**src/design/dsgt_pkg.sv**
```systemverilog
// Package with the types and constants shared by the dial spin gesture toggle modules.
`default_nettype none

package dsgt_pkg;

    typedef enum logic [1:0] {
        CMD_DETENT     = 2'd0,
        CMD_TAP        = 2'd1,
        CMD_LONG_PRESS = 2'd2,
        CMD_CLEAR      = 2'd3
    } cmd_t;

    typedef enum logic [1:0] {
        SPIN_NONE  = 2'd0,
        SPIN_RIGHT = 2'd1,
        SPIN_LEFT  = 2'd2
    } spin_t;

    typedef enum logic [1:0] {
        HAPTIC_NONE  = 2'd0,
        HAPTIC_CLICK = 2'd1,
        HAPTIC_FIRM  = 2'd2
    } haptic_t;

    localparam int unsigned CfgIndexWidth = 2;
    localparam int unsigned CfgDataWidth  = 16;

    localparam logic [CfgIndexWidth-1:0] CFG_DETENTS_PER_SPIN = 2'd0;
    localparam logic [CfgIndexWidth-1:0] CFG_GAP_LIMIT_MS     = 2'd1;
    localparam logic [CfgIndexWidth-1:0] CFG_RESYNC_WINDOW_MS = 2'd2;

    localparam logic [3:0]  DETENTS_PER_SPIN_RESET = 4'd3;
    localparam logic [15:0] GAP_LIMIT_MS_RESET     = 16'd600;
    localparam logic [15:0] RESYNC_WINDOW_MS_RESET = 16'd2000;

    typedef struct packed {
        logic [3:0]  detents_per_spin;
        logic [15:0] gap_limit_ms;
        logic [15:0] resync_window_ms;
    } cfg_t;

    typedef struct packed {
        logic [1:0]        cmd;
        logic signed [4:0] detent_delta;
        logic [31:0]       now_ms;
        logic              link_accepts;
    } item_t;

    typedef struct packed {
        logic signed [4:0] detent_count;
        logic [31:0]       last_detent_time;
        spin_t             last_spin_direction;
        logic [31:0]       last_spin_time;
        logic              belief_on;
        logic [31:0]       start_time;
        logic              swallow_next_tap;
    } state_t;

    typedef struct packed {
        logic        toggle_sent;
        logic        believed_live;
        haptic_t     haptic_kind;
        spin_t       spin_seen;
        logic        resync_hit;
        logic [31:0] live_since_ms;
    } result_t;

endpackage

`default_nettype wire

```
**src/design/dsgt_step.sv**
```systemverilog
// Combinational next-state and result logic for one gesture event.
`default_nettype none

module dsgt_step (
    input  var dsgt_pkg::cfg_t    cfg,
    input  var dsgt_pkg::item_t   item,
    input  var dsgt_pkg::state_t  st,
    output dsgt_pkg::state_t      st_next,
    output dsgt_pkg::result_t     res
);
    import dsgt_pkg::*;

    logic signed [4:0] count;
    logic signed [4:0] delta;
    logic signed [4:0] count_base;
    logic signed [5:0] sum;
    logic signed [5:0] thr;
    logic [31:0]       detent_gap;
    logic [31:0]       spin_gap;
    logic              gap_hit;
    logic              reversal;
    logic              spin_right;
    logic              spin_left;
    spin_t             dir;
    logic              resync;
    logic              wants_toggle;

    assign count      = st.detent_count;
    assign delta      = item.detent_delta;
    assign detent_gap = item.now_ms - st.last_detent_time;
    assign spin_gap   = item.now_ms - st.last_spin_time;
    assign gap_hit    = detent_gap > {16'd0, cfg.gap_limit_ms};
    assign reversal   = ((count > 5'sd0) && (delta < 5'sd0)) ||
                        ((count < 5'sd0) && (delta > 5'sd0));
    assign count_base = (gap_hit || reversal) ? 5'sd0 : count;
    assign sum        = {count_base[4], count_base} + {delta[4], delta};
    assign thr        = (cfg.detents_per_spin == 4'd0) ? 6'sd1
                                                       : signed'({2'b00, cfg.detents_per_spin});
    assign spin_right = sum >= thr;
    assign spin_left  = sum <= -thr;
    assign dir        = spin_right ? SPIN_RIGHT : (spin_left ? SPIN_LEFT : SPIN_NONE);
    assign resync     = (dir != SPIN_NONE) && (dir == st.last_spin_direction) &&
                        (spin_gap < {16'd0, cfg.resync_window_ms});

    always_comb
    begin
        st_next      = st;
        res          = '0;
        wants_toggle = 1'b0;
        case (cmd_t'(item.cmd))
            CMD_DETENT:
            begin
                st_next.last_detent_time = item.now_ms;
                if (dir == SPIN_NONE)
                begin
                    st_next.detent_count = sum[4:0];
                end
                else
                begin
                    st_next.detent_count        = 5'sd0;
                    st_next.last_spin_direction = dir;
                    st_next.last_spin_time      = item.now_ms;
                    res.spin_seen               = dir;
                    res.resync_hit              = resync;
                    if (resync || ((dir == SPIN_RIGHT) && !st.belief_on) ||
                        ((dir == SPIN_LEFT) && st.belief_on))
                    begin
                        wants_toggle = 1'b1;
                    end
                    else
                    begin
                        res.haptic_kind = HAPTIC_FIRM;
                    end
                end
            end
            CMD_TAP:
            begin
                if (st.swallow_next_tap)
                begin
                    st_next.swallow_next_tap = 1'b0;
                end
                else
                begin
                    wants_toggle = 1'b1;
                end
            end
            CMD_LONG_PRESS:
            begin
                st_next.swallow_next_tap = 1'b1;
            end
            CMD_CLEAR:
            begin
                st_next.detent_count        = 5'sd0;
                st_next.last_detent_time    = 32'd0;
                st_next.last_spin_direction = SPIN_NONE;
                st_next.last_spin_time      = 32'd0;
                st_next.swallow_next_tap    = 1'b0;
            end
            default:
            begin
                st_next = st;
            end
        endcase

        // An accepted toggle flips the belief; turning on records the time.
        if (wants_toggle && item.link_accepts)
        begin
            st_next.belief_on = ~st.belief_on;
            if (!st.belief_on)
            begin
                st_next.start_time = item.now_ms;
            end
            res.toggle_sent = 1'b1;
            res.haptic_kind = HAPTIC_CLICK;
        end

        res.believed_live = st_next.belief_on;
        res.live_since_ms = st_next.start_time;
    end

endmodule

`default_nettype wire

```
**src/design/dial_spin_gesture_toggle.sv**
```systemverilog
// Top level of the dial spin gesture toggle: handshakes, registers and gesture state.
// An accepted word is held in the input register and its result in the result register.
// Throughput: one word per cycle unless the output stalls; the two registers sit on
// either side of one pass of compare and add logic against the gesture state.
// Reset: rst_n clears the gesture state, the belief (off) and both valid flags, and
// loads the configuration registers with 3 detents, 600 ms and 2000 ms.
`default_nettype none

module dial_spin_gesture_toggle (
    input  wire logic                                   clk,
    input  wire logic                                   rst_n,
    input  wire logic                                   in_valid,
    output logic                                        in_stall,
    input  wire logic [1:0]                             cmd,
    input  wire logic signed [4:0]                      detent_delta,
    input  wire logic [31:0]                            now_ms,
    input  wire logic                                   link_accepts,
    output logic                                        out_valid,
    input  wire logic                                   out_stall,
    output logic                                        toggle_sent,
    output logic                                        believed_live,
    output logic [1:0]                                  haptic_kind,
    output logic [1:0]                                  spin_seen,
    output logic                                        resync_hit,
    output logic [31:0]                                 live_since_ms,
    input  wire logic                                   cfg_we,
    input  wire logic [dsgt_pkg::CfgIndexWidth-1:0]     cfg_index,
    input  wire logic [dsgt_pkg::CfgDataWidth-1:0]      cfg_data
);
    import dsgt_pkg::*;

    cfg_t    cfg_reg;
    item_t   in_reg;
    logic    in_valid_reg;
    state_t  state_reg;
    state_t  state_next;
    result_t out_reg;
    result_t out_next;
    logic    out_valid_reg;
    logic    out_free;
    logic    in_take;
    logic    step_fire;

    assign out_free  = !out_valid_reg || !out_stall;
    assign step_fire = in_valid_reg && out_free;
    assign in_stall  = in_valid_reg && !out_free;
    assign in_take   = in_valid && !in_stall;

    always_ff @(posedge clk or negedge rst_n)
    begin
        if (!rst_n)
        begin
            cfg_reg.detents_per_spin <= DETENTS_PER_SPIN_RESET;
            cfg_reg.gap_limit_ms     <= GAP_LIMIT_MS_RESET;
            cfg_reg.resync_window_ms <= RESYNC_WINDOW_MS_RESET;
        end
        else if (cfg_we)
        begin
            case (cfg_index)
                CFG_DETENTS_PER_SPIN: cfg_reg.detents_per_spin <= cfg_data[3:0];
                CFG_GAP_LIMIT_MS:     cfg_reg.gap_limit_ms     <= cfg_data;
                CFG_RESYNC_WINDOW_MS: cfg_reg.resync_window_ms <= cfg_data;
                default:              cfg_reg                  <= cfg_reg;
            endcase
        end
    end

    always_ff @(posedge clk)
    begin
        if (in_take)
        begin
            in_reg.cmd          <= cmd;
            in_reg.detent_delta <= detent_delta;
            in_reg.now_ms       <= now_ms;
            in_reg.link_accepts <= link_accepts;
        end
        if (step_fire)
        begin
            out_reg <= out_next;
        end
    end

    always_ff @(posedge clk or negedge rst_n)
    begin
        if (!rst_n)
        begin
            in_valid_reg  <= 1'b0;
            out_valid_reg <= 1'b0;
            state_reg     <= '0;
        end
        else
        begin
            if (in_take)
            begin
                in_valid_reg <= 1'b1;
            end
            else if (step_fire)
            begin
                in_valid_reg <= 1'b0;
            end

            if (step_fire)
            begin
                out_valid_reg <= 1'b1;
                state_reg     <= state_next;
            end
            else if (!out_stall)
            begin
                out_valid_reg <= 1'b0;
            end
        end
    end

    dsgt_step u_step (
        .cfg     (cfg_reg),
        .item    (in_reg),
        .st      (state_reg),
        .st_next (state_next),
        .res     (out_next)
    );

    assign out_valid     = out_valid_reg;
    assign toggle_sent   = out_reg.toggle_sent;
    assign believed_live = out_reg.believed_live;
    assign haptic_kind   = out_reg.haptic_kind;
    assign spin_seen     = out_reg.spin_seen;
    assign resync_hit    = out_reg.resync_hit;
    assign live_since_ms = out_reg.live_since_ms;

    // The belief only moves when a word goes through the step logic.
    assert property (@(posedge clk) disable iff (!rst_n)
        (state_reg.belief_on != $past(state_reg.belief_on)) |-> $past(step_fire))
        else $error("belief changed without a processed word");

    // A sent toggle always reports a click and the belief it produced.
    assert property (@(posedge clk) disable iff (!rst_n)
        (out_valid_reg && out_reg.toggle_sent) |->
            (out_reg.haptic_kind == HAPTIC_CLICK) &&
            (out_reg.believed_live == state_reg.belief_on || in_valid_reg))
        else $error("sent toggle without click");

    // A resync is only reported for a real spin.
    assert property (@(posedge clk) disable iff (!rst_n)
        (out_valid_reg && out_reg.resync_hit) |-> (out_reg.spin_seen != SPIN_NONE))
        else $error("resync reported without a spin");

    // The stored detent sum always stays below the largest threshold.
    assert property (@(posedge clk) disable iff (!rst_n)
        (state_reg.detent_count >= -5'sd14) && (state_reg.detent_count <= 5'sd14))
        else $error("detent sum out of range");

endmodule

`default_nettype wire

```
**config.mk**
```make
export PLATFORM = sky130hd
export DESIGN_NAME = dial_spin_gesture_toggle
export DESIGN_NICKNAME = d
export VERILOG_FILES = /design/src/design/dsgt_pkg.sv /design/src/design/dsgt_step.sv /design/src/design/dial_spin_gesture_toggle.sv
export SDC_FILE = /design/constraint.sdc
export NUM_CORES = 1
export LEC_CHECK = 0
export ABC_AREA = 1
export BUFFER_PORTS_ARGS = -buffer_cell sky130_fd_sc_hd__buf_4
export CORE_ASPECT_RATIO = 1.75
export CORE_MARGIN = 2
export CORE_UTILIZATION = 55
export CTS_CLUSTER_DIAMETER = 100
export DETAILED_ROUTE_END_ITERATION = 6
export PLACE_DENSITY = 0.74
export REMOVE_ABC_BUFFERS = 1
export SYNTH_ARGS = -nofsm -noshare
export SYNTH_HDL_FRONTEND = slang
export SYNTH_HIERARCHICAL = 1
export SYNTH_SLANG_ARGS = --single-unit
export TNS_END_PERCENT = 5
```
**constraint.sdc**
```tcl
create_clock -name clk -period 9.4 [get_ports clk]
set_input_delay 0.47 -clock clk [delete_from_list [all_inputs] [get_ports clk]]
set_output_delay 0.47 -clock clk [all_outputs]
set_load 0.02 [all_outputs]
```
Word level (Yosys, flattened, before mapping)
Index checks and enable logic that the tools add are counted.
{ "classes": {"add_sub_neg": 4, "n_lt_le_gt_ge": 8, "eq_ne": 10, "n_mux": 22, "bitwise": 2, "n_reduce_logical": 37} }
{ "ops": {"columns": ["op", "n"], "rows": [
  ["$pmux W71 S2", 1],
  ["$sub A32 B32 Y32", 2],
  ["$mux W34", 1],
  ["$mux W33", 1],
  ["$gt A32 B16 Y1", 1],
  ["$lt A32 B16 Y1", 1],
  ["$mux W32", 1],
  ["$mux W4", 3],
  ["$gt A5 B1 Y1 const B", 2],
  ["$logic_and A1 B1 Y1", 10],
  ["$lt A5 B1 Y1 const B", 2],
  ["$mux W5", 2],
  ["$reduce_and A2 Y1", 5],
  ["$eq A2 B2 Y1 const B", 4],
  ["$mux W1", 8],
  ["$reduce_bool A2 Y1", 4],
  ["$add A5 B5 Y6", 1],
  ["$eq A2 B1 Y1 const B", 3],
  ["$ge A6 B6 Y1", 1],
  ["$le A6 B6 Y1", 1],
  ["$logic_not A2 Y1", 3],
  ["$mux W2", 3],
  ["$neg A6 Y6", 1],
  ["$logic_not A1 Y1", 5],
  ["other kinds (10)", 17]
]} }
{ "word_totals": {"register_bits": 222, "input_bits": 63, "output_inout_bits": 41} }

Depth between registers and ports, before layout
{ "depth": {"ltp_word": 19, "mapped_depth": 48} }

By module
Netlist, hierarchy kept.
{ "by_module_without_submodules": {"columns": ["module", "n_inst", "cells_per_inst", "area_per_inst_um2", "seq_area_each_um2"], "rows": [
  ["dsgt_step", 1, 1589, 8209.1, 0.0],
  ["dial_spin_gesture_toggle", 1, 707, 8191.6, 5965.7]
]} }

Worst setup path after synthesis
OpenSTA, ideal clock, no wires.
{ "synth_timing": {"kind": "register to register", "startpoint": "register in_reg[3] in the netlist's numbering", "endpoint": "register out_reg (netlist bit toggle_sent), data pin", "setup_ns": 0.251, "arrival_time_ns": 5.465, "t_required_ns": 9.149, "setup_slack_ns": 3.684, "stages_incl_launch_ff": 40, "period_less_slack_ns": 5.716, "path_cell_list": "edfxtp_1 > ha_1 > a21oi_1 > nand2_1 > a21oi_1 > inv_1 > nand2_1 > nand2_1 > nand2_1 > nand3_1 > xor2_1 > ha_1 > nand4_1 > nor2_1 > nand3_1 > o21ai_0 > nand3b_1 > nor2_1 > (+4 left out) > ha_1 > fa_1 > ha_1 > o21ai_0 > a21boi_0 > o21ai_0 > a21oi_1 > inv_1 > nand4_1 > nand2_1 > nand4_1 > nand2_1 > nand2_2 > nand2_4 > nand2_4 > buf_6 > inv_1 > buf_4"} }
{ "synth_rtl": {"columns": ["element", "line", "text"], "rows": [
  ["start: declaration", "dial_spin_gesture_toggle.sv:33", "item_t in_reg;"],
  ["end signal: assignment", "dial_spin_gesture_toggle.sv:79", "out_reg <= out_next;"],
  ["end: declaration", "dial_spin_gesture_toggle.sv:37", "result_t out_reg;"]
]} }

==> qor.yml <==
hold_buffers: 0
routabilityCongestion: 1.002
cpMostUsedCell: "nand2_1"
area_growth_pct: 8.033
grt_max_degree: 93
fmax_ghz: 0.1230
drt_iter0_markers: 1248
ys_top_cells_by_count: "nand2_1, inv_1, nand3_1"
core-area_um2: 29390
r2r_setup_slack_ps: 1270
multiInputGateArea_um2: 8363
status: "complete, no violations"
cp_data_required_time_ps: 9900
largest_register_ffs: 105
crit_cells: 40
synth_largest_area_cell: "dfrtp_1"
powerDensity_nw_per_um2: 215.4
fin_crit_sh: 0.8646
remaining_drc_errors: 0
syn_area_um2: 16400
nFillCells: 2825
wl_per_cell_um: 20.19
hpwlAfterDp_um: 40020
period_minus_slack_ps: 8127
crit_family: "simple AND/OR/NAND/NOR gates"
final.setup.tns_ps: 0
io_buffers: 103
ys_seq_area_frac: 0.3637
clock_latency_ps: 560
grt_pass1_wl_um: 84300
synthTopCellsByArea: "dfrtp_1, nand2_1, edfxtp_1, ha_1, inv_1"
avgSynthCellArea_um2: 7.143
routed_wl_um: 54840
cts_setup_buffers: 0
route.vias.total: 15730
synth_edf_count: 79
crit_buf_inv: 2
clk_path_buf_depth: 3
path_clk_slew_ps: 70
cp_slowest_stage_delay_ps: 560
cts_tree: "yes"
timing.hold.ws_ps: 7.308
htreeDepth: 1
worst_r2r_path_depth: 40
path_class: "reg2reg"
initial_core_util: 0.5580
ant_nets: 0
endpoint_kind: "register"
dieArea_um2: 31270
post_cts_resized: 0
setup_violations: 0
p_leak_nw: 9.295
fin_nets: 2492
grt_remaining_overflow: 0
cts_buffers: 23
critPathSlowestCell: "nand2_4"
drt_pass1_iterations: 5
grt_usage: 0.3506
synth-seq-cells: 222
hold_violations: 0
synth-warning-count: 6
clock-sinks: 222
synth_top_area_share: 0.1999
die_h_um: 232.4
cp-start-kind: "register"
slew_headroom: 0.2005
register_area_um2: 5971
grt_pass1_vias: 15640
rsz0062_at_grt: "no"
final_max_slew_viol_count: 0
synthFlopType: "dfrtp_1"
dieWidth_um: 134.5
total_power_w: 0.003817
num_io_pins: 104
peakVddDrop_uv: 176.1
drive_gt1_frac: 0.08058
drv_cap: 0
synthCells: 2296
clockRootBuffer: "clkbuf_16"
synth.distinct_cells: 46
antenna_found_initial: 0
row_count: 83
yosysMostFrequentCell: "nand2_1"
async_flop_share: 0.6441
worst_pin_slew_ps: 1198
min-delay-path-class: "in2async"
cp_max_fo: 35
vias_per_cell: 5.791
finalClockSkew_ps: 27.57
crit_arrival_ps: 8620
-- routing by layer --
| layer | GRT usage | share of wire | up-vias | wire length [µm] |
|---|---|---|---|---|
| met2 | 0.6416 | 0.52 | 632 | 28510 |
| li1 | - | - | 7470 | - |
| met4 | 0.2359 | 0.072 | 0 | 3975 |
| met3 | 0.04292 | 0.053 | 195 | 2931 |
| met5 | 0 | 0 | - | 0 |
| met1 | 0.3719 | 0.35 | 7430 | 19420 |
-- where the power goes --
part           total, W  internal (W)  switching, W
Combinational   0.00157      0.000516       0.00105
Clock          0.000919      0.000498      0.000420
Sequential      0.00133       0.00121      0.000127
Total           0.00382       0.00222       0.00160
-- cell usage in the layout (no fill, tap or decap), types with 7 or more instances in the layout --
master,Yosys,routed
nor2_1,123,123
nand3b_1,7,7
o22ai_1,93,93
o21ai_0,77,77
dfstp_2,12,12
xor2_1,36,36
inv_1,349,346
clkbuf_16,0,23
edfxtp_1,79,79
dfrtp_1,131,129
ha_1,110,110
nand4_1,58,58
buf_4,45,111
o21bai_1,7,7
nor3_1,13,13
a21oi_1,84,84
nand3_1,202,202
nand2_1,730,729
-- area by class of cell --
class	instances	area share
repair buffers	113	0.04880
multi-input cells	1604	0.4720
clock inverters	11	0.005226
diodes	1	0.0001412
clock buffers	31	0.03531
flip-flops and latches	222	0.3370
well taps	382	0.02698
inverters	352	0.07457
-- final timing paths --
kind | startpoint | endpoint
min reg2reg | cfg_reg[7]$_DFFE_PN1P_ | cfg_reg[7]$_DFFE_PN1P_
max in group asynchronous | rst_n | state_reg[43]$_DFFE_PN0P_
min in group clk | now_ms[20] | in_reg[21]$_DFFE_PP_
max | in_reg[3]$_DFFE_PP_ | state_reg[14]$_DFFE_PN0P_
max reg2reg | in_reg[3]$_DFFE_PP_ | state_reg[14]$_DFFE_PN0P_
min | rst_n | state_reg[27]$_DFFE_PN0P_
-- logic make-up (layout without fill, tap and decap cells) --
kind of cell             Yosys count  in the layout  share of synthesized area
XOR/XNOR                          40             40                    0.02136
other                              1              2                  0.0002286
adder cells (fa/ha/maj)          113            113                    0.08758
AO/OA/AOI/OAI                    291            291                     0.1015
flip-flops                       222            222                     0.3637
buffers and inverters            470            507                     0.1271
AND/OR/NAND/NOR                 1159           1159                     0.2985
-- through the flow --
step | instances | area [µm²] | setup WS, ps | utilization
6_report | 2716 | 17720 | 1273 | 0.6029
5_1_grt | 2715 | 17720 | 715.7 | 0.6028
4_1_cts | 2715 | 17720 | 1341 | 0.6028
3_5_place_dp | 2673 | 17000 | 1357 | 0.5784
3_3_place_gp | 2673 | 17000 | 1588 | 0.5784
2_1_floorplan | 2178 | 15640 | 2924 | -
Note: power is estimated with default switching activity, not from simulation.
